--- src/design/zone_irrigation_sequencer_assert.svh ---
// Assertion macros used by the zone irrigation sequencer state module (zis_seq).
// Each macro expands to a concurrent assertion in simulation and to nothing in synthesis.
`ifndef ZONE_IRRIGATION_SEQUENCER_ASSERT_SVH
`define ZONE_IRRIGATION_SEQUENCER_ASSERT_SVH

`ifndef SYNTHESIS
// Same-cycle implication, checked outside reset.
`define ZIS_ASSERT_IMP(label, clk, rst_n, ante, cons) \
    label: assert property (@(posedge clk) disable iff (!rst_n) (ante) |-> (cons)) \
        else $error("zone irrigation sequencer: assertion failed");
// Next-cycle implication, checked outside reset.
`define ZIS_ASSERT_NEXT(label, clk, rst_n, ante, cons) \
    label: assert property (@(posedge clk) disable iff (!rst_n) (ante) |=> (cons)) \
        else $error("zone irrigation sequencer: assertion failed");
`else
`define ZIS_ASSERT_IMP(label, clk, rst_n, ante, cons)
`define ZIS_ASSERT_NEXT(label, clk, rst_n, ante, cons)
`endif

`endif

--- src/design/zis_pkg.sv ---
// Package for the zone irrigation sequencer: transaction types, codes and the time ladder.
// No dependencies.
`default_nettype none

package zis_pkg;

    localparam int CFG_IDX_W = 2;
    localparam int CFG_DATA_W = 64;

    localparam logic [CFG_IDX_W-1:0] CFG_ON_SETTLE  = 2'd0;
    localparam logic [CFG_IDX_W-1:0] CFG_OFF_SETTLE = 2'd1;
    localparam logic [CFG_IDX_W-1:0] CFG_TICKS_MIN  = 2'd2;
    localparam logic [CFG_IDX_W-1:0] CFG_RELAY_MASK = 2'd3;

    localparam logic [23:0] ON_SETTLE_RST  = 24'd192;
    localparam logic [23:0] OFF_SETTLE_RST = 24'd192;
    localparam logic [23:0] TICKS_MIN_RST  = 24'd3840;

    localparam logic [2:0] OP_TICK    = 3'd0;
    localparam logic [2:0] OP_BUTTON  = 3'd1;
    localparam logic [2:0] OP_RESTART = 3'd2;
    localparam logic [2:0] OP_START   = 3'd3;
    localparam logic [2:0] OP_STOP    = 3'd4;
    localparam logic [2:0] OP_SET     = 3'd5;

    localparam logic [2:0] ST_UI       = 3'd0;
    localparam logic [2:0] ST_WAIT_ON  = 3'd1;
    localparam logic [2:0] ST_ON       = 3'd2;
    localparam logic [2:0] ST_WAIT_OFF = 3'd3;
    localparam logic [2:0] ST_FINISHED = 3'd4;

    localparam logic [3:0] NO_ZONE = 4'd8;

    typedef struct packed {
        logic [2:0] opcode;
        logic [2:0] zone;
        logic [7:0] minutes;
    } t_in_item;

    typedef struct packed {
        logic [7:0] relay_mask;
        logic [2:0] run_state;
        logic [3:0] current_zone;
        logic [7:0] shown_minutes;
        logic       display_overflow;
        logic [7:0] leds_on;
        logic [7:0] leds_blink;
        logic       dot_blink;
        logic       modified;
    } t_out_item;

    // Sequencer status handed to the display formatter.
    typedef struct packed {
        logic [2:0] state;
        logic [3:0] sel;
        logic [7:0] relays;
        logic       changed;
    } t_seq_status;

    // One step along the button ladder 1,2,3,4,5,7,10,13,16,20,25,30,0.
    function automatic logic [7:0] next_rung(input logic [7:0] v);
        logic [7:0] r;
        if (v < 8'd5) begin
            r = v + 8'd1;
        end else if (v < 8'd7) begin
            r = v + 8'd2;
        end else if (v < 8'd16) begin
            r = v + 8'd3;
        end else if (v < 8'd20) begin
            r = v + 8'd4;
        end else if (v < 8'd30) begin
            r = v + 8'd5;
        end else begin
            r = 8'd0;
        end
        return r;
    endfunction

endpackage

`default_nettype wire

--- src/design/zis_seq.sv ---
// Sequencer state, configuration registers and the per-transaction state update.
// Depends on zis_pkg and zone_irrigation_sequencer_assert.svh.
`default_nettype none
`include "zone_irrigation_sequencer_assert.svh"

module zis_seq #(
    parameter int ZONES = 8
) (
    input  wire logic                          i_clk,
    input  wire logic                          i_rst_n,
    input  wire logic                          i_cfg_we,
    input  wire logic [zis_pkg::CFG_IDX_W-1:0] i_cfg_index,
    input  wire logic [zis_pkg::CFG_DATA_W-1:0] i_cfg_data,
    input  wire logic                          i_go,
    input  wire zis_pkg::t_in_item             i_item,
    output zis_pkg::t_seq_status               o_status,
    output logic [7:0]                         o_minutes [ZONES]
);
    import zis_pkg::*;

    logic [23:0] r_on_settle;
    logic [23:0] r_off_settle;
    logic [23:0] r_tpm;
    logic [63:0] r_masks;

    logic [7:0]  r_minutes [ZONES];
    logic [7:0]  n_minutes [ZONES];
    logic [2:0]  r_state, n_state;
    logic [3:0]  r_sel, n_sel;
    logic [31:0] r_st_ticks, n_st_ticks;
    logic [31:0] r_mt_ticks, n_mt_ticks;
    logic [31:0] r_on_dur, n_on_dur;
    logic [7:0]  r_relays, n_relays;
    logic        r_changed, n_changed;

    logic        sel_valid;
    logic        zone_ok;
    logic [7:0]  cur_min;
    logic [7:0]  zone_min;
    logic [7:0]  sel_mask;
    logic        found_after;
    logic [3:0]  idx_after;
    logic        found_any;
    logic [3:0]  idx_any;
    logic [31:0] st_inc;
    logic [31:0] mt_inc;
    logic [31:0] dur_product;

    // Selection and search over the zones.
    always_comb begin
        cur_min     = 8'd0;
        zone_min    = 8'd0;
        sel_mask    = 8'd0;
        found_after = 1'b0;
        idx_after   = NO_ZONE;
        found_any   = 1'b0;
        idx_any     = NO_ZONE;
        for (int i = 0; i < ZONES; i++) begin
            if (4'(i) == r_sel) begin
                cur_min  = r_minutes[i];
                sel_mask = r_masks[8*i +: 8];
            end
            if (3'(i) == i_item.zone) begin
                zone_min = r_minutes[i];
            end
        end
        // Downward scan so that the lowest qualifying zone wins.
        for (int i = ZONES - 1; i >= 0; i--) begin
            if (r_minutes[i] != 8'd0) begin
                found_any = 1'b1;
                idx_any   = 4'(i);
                if (4'(i) > r_sel) begin
                    found_after = 1'b1;
                    idx_after   = 4'(i);
                end
            end
        end
    end

    assign sel_valid   = r_sel < 4'(ZONES);
    assign zone_ok     = {1'b0, i_item.zone} < 4'(ZONES);
    assign st_inc      = (r_st_ticks == '1) ? r_st_ticks : r_st_ticks + 32'd1;
    assign mt_inc      = (r_mt_ticks == '1) ? r_mt_ticks : r_mt_ticks + 32'd1;
    assign dur_product = {24'd0, cur_min} * {8'd0, r_tpm};

    always_comb begin
        n_minutes  = r_minutes;
        n_state    = r_state;
        n_sel      = r_sel;
        n_st_ticks = r_st_ticks;
        n_mt_ticks = r_mt_ticks;
        n_on_dur   = r_on_dur;
        n_relays   = r_relays;
        n_changed  = r_changed;

        unique case (i_item.opcode)
            OP_TICK: begin
                n_st_ticks = st_inc;
                n_mt_ticks = mt_inc;
                if (sel_valid) begin
                    unique case (r_state)
                        ST_WAIT_ON: begin
                            if (st_inc > {8'd0, r_on_settle}) begin
                                n_relays   = (sel_mask != 8'd0) ? sel_mask
                                                                : (8'd1 << r_sel[2:0]);
                                n_on_dur   = dur_product;
                                n_state    = ST_ON;
                                n_st_ticks = 32'd0;
                                n_mt_ticks = 32'd0;
                            end
                        end
                        ST_ON: begin
                            if (st_inc > r_on_dur) begin
                                n_relays   = 8'd0;
                                n_state    = ST_WAIT_OFF;
                                n_st_ticks = 32'd0;
                                for (int i = 0; i < ZONES; i++) begin
                                    if (4'(i) == r_sel) begin
                                        n_minutes[i] = 8'd0;
                                    end
                                end
                            end else if (mt_inc > {8'd0, r_tpm}) begin
                                n_mt_ticks = mt_inc - {8'd0, r_tpm};
                                for (int i = 0; i < ZONES; i++) begin
                                    if (4'(i) == r_sel && cur_min != 8'd0) begin
                                        n_minutes[i] = cur_min - 8'd1;
                                    end
                                end
                            end
                        end
                        ST_WAIT_OFF: begin
                            if (st_inc > {8'd0, r_off_settle}) begin
                                n_st_ticks = 32'd0;
                                if (found_after) begin
                                    n_sel   = idx_after;
                                    n_state = ST_WAIT_ON;
                                end else begin
                                    n_sel   = NO_ZONE;
                                    n_state = ST_FINISHED;
                                end
                            end
                        end
                        default: begin
                        end
                    endcase
                end
            end
            OP_BUTTON: begin
                if (zone_ok) begin
                    n_state = ST_UI;
                    if ({1'b0, i_item.zone} != r_sel) begin
                        n_sel = {1'b0, i_item.zone};
                        if (zone_min == 8'd0) begin
                            n_changed = 1'b1;
                        end
                    end else begin
                        n_changed = 1'b1;
                    end
                    for (int i = 0; i < ZONES; i++) begin
                        if (3'(i) == i_item.zone) begin
                            if ({1'b0, i_item.zone} != r_sel) begin
                                if (zone_min == 8'd0) begin
                                    n_minutes[i] = 8'd1;
                                end
                            end else begin
                                n_minutes[i] = next_rung(zone_min);
                            end
                        end
                    end
                end
            end
            OP_RESTART: begin
                if (zone_ok) begin
                    n_changed = 1'b0;
                    n_relays  = 8'd0;
                    n_state   = ST_UI;
                    if (found_any) begin
                        n_sel = idx_any;
                    end else begin
                        // No zone programmed: the addressed zone gets one minute.
                        n_sel = {1'b0, i_item.zone};
                        for (int i = 0; i < ZONES; i++) begin
                            if (3'(i) == i_item.zone) begin
                                n_minutes[i] = 8'd1;
                            end
                        end
                    end
                end
            end
            OP_START: begin
                n_st_ticks = 32'd0;
                if (found_any) begin
                    n_sel   = idx_any;
                    n_state = ST_WAIT_ON;
                end else begin
                    n_sel   = NO_ZONE;
                    n_state = ST_FINISHED;
                end
            end
            OP_STOP: begin
                n_state = ST_FINISHED;
                n_sel   = NO_ZONE;
            end
            OP_SET: begin
                if (zone_ok) begin
                    for (int i = 0; i < ZONES; i++) begin
                        if (3'(i) == i_item.zone) begin
                            n_minutes[i] = i_item.minutes;
                        end
                    end
                end
            end
            default: begin
            end
        endcase
    end

    always_ff @(posedge i_clk) begin
        if (!i_rst_n) begin
            r_on_settle  <= ON_SETTLE_RST;
            r_off_settle <= OFF_SETTLE_RST;
            r_tpm        <= TICKS_MIN_RST;
            r_masks      <= 64'd0;
        end else if (i_cfg_we) begin
            unique case (i_cfg_index)
                CFG_ON_SETTLE:  r_on_settle  <= i_cfg_data[23:0];
                CFG_OFF_SETTLE: r_off_settle <= i_cfg_data[23:0];
                CFG_TICKS_MIN:  r_tpm        <= i_cfg_data[23:0];
                CFG_RELAY_MASK: r_masks      <= i_cfg_data;
                default: begin
                end
            endcase
        end
    end

    always_ff @(posedge i_clk) begin
        if (!i_rst_n) begin
            for (int i = 0; i < ZONES; i++) begin
                r_minutes[i] <= 8'd0;
            end
            r_state    <= ST_FINISHED;
            r_sel      <= NO_ZONE;
            r_st_ticks <= 32'd0;
            r_mt_ticks <= 32'd0;
            r_on_dur   <= 32'd0;
            r_relays   <= 8'd0;
            r_changed  <= 1'b0;
        end else if (i_go) begin
            r_minutes  <= n_minutes;
            r_state    <= n_state;
            r_sel      <= n_sel;
            r_st_ticks <= n_st_ticks;
            r_mt_ticks <= n_mt_ticks;
            r_on_dur   <= n_on_dur;
            r_relays   <= n_relays;
            r_changed  <= n_changed;
        end
    end

    // The result shows the state after the transaction has been applied.
    assign o_status.state   = n_state;
    assign o_status.sel     = n_sel;
    assign o_status.relays  = n_relays;
    assign o_status.changed = n_changed;
    assign o_minutes        = n_minutes;

    `ZIS_ASSERT_IMP(a_on_drives_relays, i_clk, i_rst_n, r_state == ST_ON, r_relays != 8'd0)
    `ZIS_ASSERT_IMP(a_finished_no_zone, i_clk, i_rst_n, r_state == ST_FINISHED, r_sel == NO_ZONE)
    `ZIS_ASSERT_IMP(a_active_has_zone, i_clk, i_rst_n, r_state != ST_FINISHED, r_sel < 4'(ZONES))
    `ZIS_ASSERT_NEXT(a_stop_ends_run, i_clk, i_rst_n, i_go && i_item.opcode == OP_STOP, r_state == ST_FINISHED && r_sel == NO_ZONE)

endmodule

`default_nettype wire

--- src/design/zis_view.sv ---
// Display and LED formatting of the sequencer status into a result transaction.
// Depends on zis_pkg.
`default_nettype none

module zis_view #(
    parameter int ZONES = 8
) (
    input  wire zis_pkg::t_seq_status i_status,
    input  wire logic [7:0]           i_minutes [ZONES],
    output zis_pkg::t_out_item        o_item
);
    import zis_pkg::*;

    logic [7:0] shown;
    logic [7:0] lon;
    logic [7:0] lblink;
    logic       active;

    assign active = i_status.state != ST_FINISHED;

    always_comb begin
        shown  = 8'd0;
        lon    = 8'd0;
        lblink = 8'd0;
        if (active) begin
            for (int i = 0; i < ZONES; i++) begin
                if (4'(i) == i_status.sel) begin
                    lblink[i] = 1'b1;
                    shown     = i_minutes[i];
                end else if (i_minutes[i] != 8'd0) begin
                    lon[i] = 1'b1;
                end
            end
        end
    end

    assign o_item.relay_mask       = i_status.relays;
    assign o_item.run_state        = i_status.state;
    assign o_item.current_zone     = i_status.sel;
    assign o_item.shown_minutes    = shown;
    assign o_item.display_overflow = shown > 8'd99;
    assign o_item.leds_on          = lon;
    assign o_item.leds_blink       = lblink;
    assign o_item.dot_blink        = i_status.state == ST_ON;
    assign o_item.modified         = i_status.changed;

endmodule

`default_nettype wire

--- src/design/zone_irrigation_sequencer.sv ---
// Zone irrigation sequencer top level: input register, state update, result register.
// The result is formed from the input register and captured in the result register.
// One transaction per cycle unless the output stalls; the input register frees whenever
// the result register is empty or being taken, so both sides can stream without gaps.
// Synchronous active-low reset clears all zone times, selects no zone and enters finished.
// Depends on zis_pkg, zis_seq and zis_view.
`default_nettype none

module zone_irrigation_sequencer #(
    parameter int ZONES = 8
) (
    input  wire logic                          i_clk,
    input  wire logic                          i_rst_n,
    input  wire logic                          i_in_valid,
    output logic                               o_in_ready,
    input  wire zis_pkg::t_in_item             i_in_data,
    output logic                               o_out_valid,
    input  wire logic                          i_out_ready,
    output zis_pkg::t_out_item                 o_out_data,
    input  wire logic                          i_cfg_we,
    input  wire logic [zis_pkg::CFG_IDX_W-1:0] i_cfg_index,
    input  wire logic [zis_pkg::CFG_DATA_W-1:0] i_cfg_data
);
    import zis_pkg::*;

    logic        r_in_valid;
    t_in_item    r_in;
    logic        r_out_valid;
    t_out_item   r_out;
    logic        advance;
    t_seq_status status;
    logic [7:0]  minutes [ZONES];
    t_out_item   result;

    assign advance    = r_in_valid && (!r_out_valid || i_out_ready);
    assign o_in_ready = !r_in_valid || advance;

    always_ff @(posedge i_clk) begin
        if (!i_rst_n) begin
            r_in_valid <= 1'b0;
        end else if (o_in_ready) begin
            r_in_valid <= i_in_valid;
        end
    end

    always_ff @(posedge i_clk) begin
        if (o_in_ready && i_in_valid) begin
            r_in <= i_in_data;
        end
    end

    zis_seq #(
        .ZONES(ZONES)
    ) u_seq (
        .i_clk      (i_clk),
        .i_rst_n    (i_rst_n),
        .i_cfg_we   (i_cfg_we),
        .i_cfg_index(i_cfg_index),
        .i_cfg_data (i_cfg_data),
        .i_go       (advance),
        .i_item     (r_in),
        .o_status   (status),
        .o_minutes  (minutes)
    );

    zis_view #(
        .ZONES(ZONES)
    ) u_view (
        .i_status (status),
        .i_minutes(minutes),
        .o_item   (result)
    );

    always_ff @(posedge i_clk) begin
        if (!i_rst_n) begin
            r_out_valid <= 1'b0;
        end else if (advance) begin
            r_out_valid <= 1'b1;
        end else if (i_out_ready) begin
            r_out_valid <= 1'b0;
        end
    end

    always_ff @(posedge i_clk) begin
        if (advance) begin
            r_out <= result;
        end
    end

    assign o_out_valid = r_out_valid;
    assign o_out_data  = r_out;

endmodule

`default_nettype wire
--- config.mk ---
export PLATFORM = sky130hd
export DESIGN_NAME = zone_irrigation_sequencer
export DESIGN_NICKNAME = d
export VERILOG_FILES = /design/src/design/zis_pkg.sv /design/src/design/zis_seq.sv /design/src/design/zis_view.sv /design/src/design/zone_irrigation_sequencer.sv
export VERILOG_INCLUDE_DIRS = /design/src /design/src/design
export SDC_FILE = /design/constraint.sdc
export NUM_CORES = 2
export LEC_CHECK = 0
export BUFFER_PORTS_ARGS = -buffer_cell sky130_fd_sc_hd__buf_2
export CAP_MARGIN = 20
export CELL_PAD_IN_SITES_DETAIL_PLACEMENT = 0
export CELL_PAD_IN_SITES_GLOBAL_PLACEMENT = 2
export CORE_ASPECT_RATIO = 0.7
export CORE_MARGIN = 4
export CORE_UTILIZATION = 35
export CTS_CLUSTER_SIZE = 14
export DETAILED_ROUTE_END_ITERATION = 6
export GPL_ROUTABILITY_DRIVEN = 0
export PLACE_DENSITY_LB_ADDON = 0.1
export SYNTH_ARGS = -nofsm -noshare
export SYNTH_HDL_FRONTEND = slang
export SYNTH_SLANG_ARGS = --single-unit
--- constraint.sdc ---
create_clock -name i_clk -period 16.63 [get_ports i_clk]
set_input_delay 0.8315 -clock i_clk [delete_from_list [all_inputs] [get_ports i_clk]]
set_output_delay 0.8315 -clock i_clk [all_outputs]
set_load 0.02 [all_outputs]
==> results.txt <==
The clock passes through at most 3 buffers. The initial antenna violation count came out at 11. In the final routed layout, each cell accounts on average for about 29 um. The clock sink count came out at 370. Setup repair after global routing left no endpoint under its margin. The transition time at the pin with the least slew margin is between 1 and 1.5 ns. Summed over all cells, the static leakage comes to around 14 nW.

The number of global-route vias before repair came out at roughly 31,000. The share of flip-flops with an asynchronous set or reset after synthesis came out at 0%. The part of the Yosys area used for sequential elements came out at 24.4%. The worst setup path is captured at a register. The total of buffers placed on input and output ports is 128. After clock tree synthesis, the clock-pin slew on the worst setup and hold paths is about 0.070 ns. The first global-routing pass estimated 231,000 um of wire. The detailed-router iteration count before antenna repair is 7. The total of flip-flops plus latches after synthesis came out at 370. The total power divided by cell area is approximately 72 nW/um2.

The worst setup path is of the reg2reg kind. After synthesis, the cell types taking the most area are sky130_fd_sc_hd__dfxtp_1, sky130_fd_sc_hd__fa_1, sky130_fd_sc_hd__nand2_1. The number of vias per cell is a little over 6. The area growth from synthesis to layout is 11.1%. The core region is 92,300 um2. The total chip power is 2.62 mW.

The count of warnings emitted by yosys came out at 0. Among all flip-flop cells after synthesis, the most frequent one is sky130_fd_sc_hd__dfxtp_1. After detailed routing, the number of remaining DRC violations is 14.

The pin count of the biggest net entering global routing came out at 132. The worst reg-to-reg path cell count is 28. The post-CTS repair timing setup buffer count is 0.

Setup violations remaining at the end of the flow were counted as 0. A synthesized cell averages 7.63 um2. The unique cell type count in the Yosys netlist is 124. The most frequent cell on the critical path is sky130_fd_sc_hd__and3_1. The number of cells on the worst hold path is 1. CTS built an H-tree with a depth of 2.

The total non-filler cell area in the finished layout is approximately 36,000 um2. The root buffer cell is sky130_fd_sc_hd__clkbuf_16. Once detail routing completed, the nets flagged for antenna violations numbered 0. The maximum cell stage delay along the critical path is 0.91 ns. The achievable frequency is 121 MHz. The slowest stage of the critical path is the sky130_fd_sc_hd__a21oi_1 cell. The number of maximum-capacitance constraint violations is 0. STA classifies the critical path startpoint as a register. The starting density of the core came out at between 30% and 40%. The cell taking the most area after synthesis is sky130_fd_sc_hd__dfxtp_1. The fraction of final layout cells sized beyond drive strength 1 is 10.5%. The run finished, with violations left.

The cell count after synthesis is about 4,300. Post-CTS repair changed the size of 0 cells. The clock period minus worst slack came out at 8.25 ns. Ranked by instance count, the synthesized netlist is headed by sky130_fd_sc_hd__nand2_1, sky130_fd_sc_hd__nor2_1, sky130_fd_sc_hd__a21oi_1. The max-slew violation count is 0. The path class of the tightest hold or removal check is in2reg.

The total placed instance area came out at 34,900 um2. The total clock buffers created by CTS came out at 43. The placed wire-length estimate after detailed placement came out at 122,000 um. The final worst clock skew came out at 0.0420 ns.

The number of primary I/O pins came out at 129. When the netlist entered floorplanning its net count stood at 4,674. In the global route stage, overall resource usage came out at 31.4%. The arrival time of the worst setup path came out at between 8 and 9 ns. For the worst-skew pair, the clock arrives at the later sink with an insertion delay of 0.64 ns.

The setup TNS is 0 ns. In this run, the number of DRC markers left after iteration 0 of detailed routing was 4,822. The post-route core utilization came out at 39.4%. Summed over all layers, the routed wires come to 162,000 um. In this run the core area contains 93 standard-cell rows.

The data required time at the worst endpoint is 16.95 ns. From left edge to right edge, the die measures 373 um. The peak fanout along the critical path came out at 14.

The number of failing hold endpoints at the final stage came out at 0. The checks that failed: design-rule violations. TritonCTS built the clock tree. The count of nets after finishing is around 4,700. The maximum resistive drop on vdd is 0.0634 mV. The number of enable-type register cells in the synthesized netlist came out at 56. The area of the mapped netlist came out at 32,700 um2. The hold-fix buffer count after cts came out at 0. The most frequently used cell type in the post-synthesis netlist is sky130_fd_sc_hd__nand2_1. The period utilization is roughly half. The tightest slew margin relative to the limit is 13.3%.

The via count of the routed design came out at 34,800. The share of the synthesized area in the top cell type came out at between 10% and 20%. The leftover overflow at the end of global routing is 0.

From bottom edge to top edge, the die measures 264 um. The area enclosed by the die boundary came out at 98,400 um2.
-- sequential cells by signal, indices dropped and copies added, names as in the netlist --
signal and count:
o_out_data 42, o_out_valid 1, r_in 14, r_in_valid 1, u_seq.r_changed 1, u_seq.r_masks 64, u_seq.r_minutes 64, u_seq.r_mt_ticks 32
u_seq.r_off_settle 24, u_seq.r_on_dur 32, u_seq.r_on_settle 24, u_seq.r_relays 8, u_seq.r_sel 4, u_seq.r_st_ticks 32, u_seq.r_state 3, u_seq.r_tpm 24
-- layer usage --
metal,routed length [um],global-route usage (%),part of all wire [%]
met2,54400,36.5,34
met3,22300,13.4,14
met1,79500,50.0,49
met5,173,0.822,0.11
met4,5310,7.82,3.3
-- cells by family (layout without fill, tap and decap cells) --
logic type / after synthesis / in the layout / share of synthesized area [%]
adders and majority gates: 303 / 303 / 14.6
xor gates and xnor gates: 112 / 112 / 3.00
AOI/OAI and AO/OA: 1179 / 1179 / 24.4
other: 0 / 11 / 0
DFF: 370 / 370 / 24.4
muxes: 81 / 81 / 3.10
and+or+nand+nor: 1691 / 1691 / 23.9
buffers and inverters: 550 / 624 / 6.57
-- stage by stage --
stage	setup WS, ns	instances	hold WS (ns)
3_5_place_dp	8.53	5513	0.447
5_1_grt	7.90	5596	0.387
6_report	8.38	5606	0.395
3_3_place_gp	8.69	5511	0.443
2_1_floorplan	9.94	4286	0.433
4_1_cts	8.55	5593	0.369
-- cell usage in the layout (no fill, tap or decap), drive strengths merged, types with 35 or more instances in the layout --
cell,Yosys,routed
nor3,105,105
o22ai,52,52
a31oi,35,35
clkbuf,213,50
dfxtp,314,314
inv,285,289
a211oi,64,64
ha,170,170
fa,133,133
nand3,80,80
nand2,652,652
xor2,38,38
and2,75,75
a21oi,373,373
o211ai,54,54
xnor2,74,74
o21ai,173,173
edfxtp,56,56
mux2i,51,51
nor2,493,493
nand4,48,48
buf,49,256
a22oi,56,56
a21o,40,40
-- layout make-up --
type	instances	area [um2]
Tap cell	1235	1550
Multi-Input combinational cell	3366	22700
Antenna cell	11	27.5
Clock inverter	30	299
Timing Repair Buffer	256	1600
Inverter	288	1100
Fill cell	9813	55900
Sequential cell	370	7970
Clock buffer	50	1110
-- final timing paths --
kind	to	slack, ns	startpoint
hold / removal	r_in[0]$_DFFE_PP_	0.40	i_in_data[0]
hold reg to reg	u_seq.r_off_settle[17]$_SDFFE_PN0P_	0.46	u_seq.r_off_settle[17]$_SDFFE_PN0P_
setup reg to reg	o_out_data[18]$_DFFE_PP_	8.38	u_seq.r_mt_ticks[0]$_SDFFE_PN0P_
setup / recovery	o_out_data[18]$_DFFE_PP_	8.38	u_seq.r_mt_ticks[0]$_SDFFE_PN0P_
-- critical path: cells and delay by family (launching register included) --
family / cells / cell delay [ns]
buffers and inverters: 3 / 0.47
AOI/OAI and AO/OA: 12 / 3.63
and+or+nand+nor: 10 / 2.47
adders and majority gates: 2 / 0.72
xor gates and xnor gates: 1 / 0.22
DFF: 1 / 0.43
-- power by group --
part           switching [mW]  internal (mW)  total [mW]
sequential             0.0454          0.942       0.987
clock                   0.450          0.548       0.998
combinational           0.459          0.180       0.638
total                   0.954           1.67        2.62
Power figures use the tool's default switching activity.
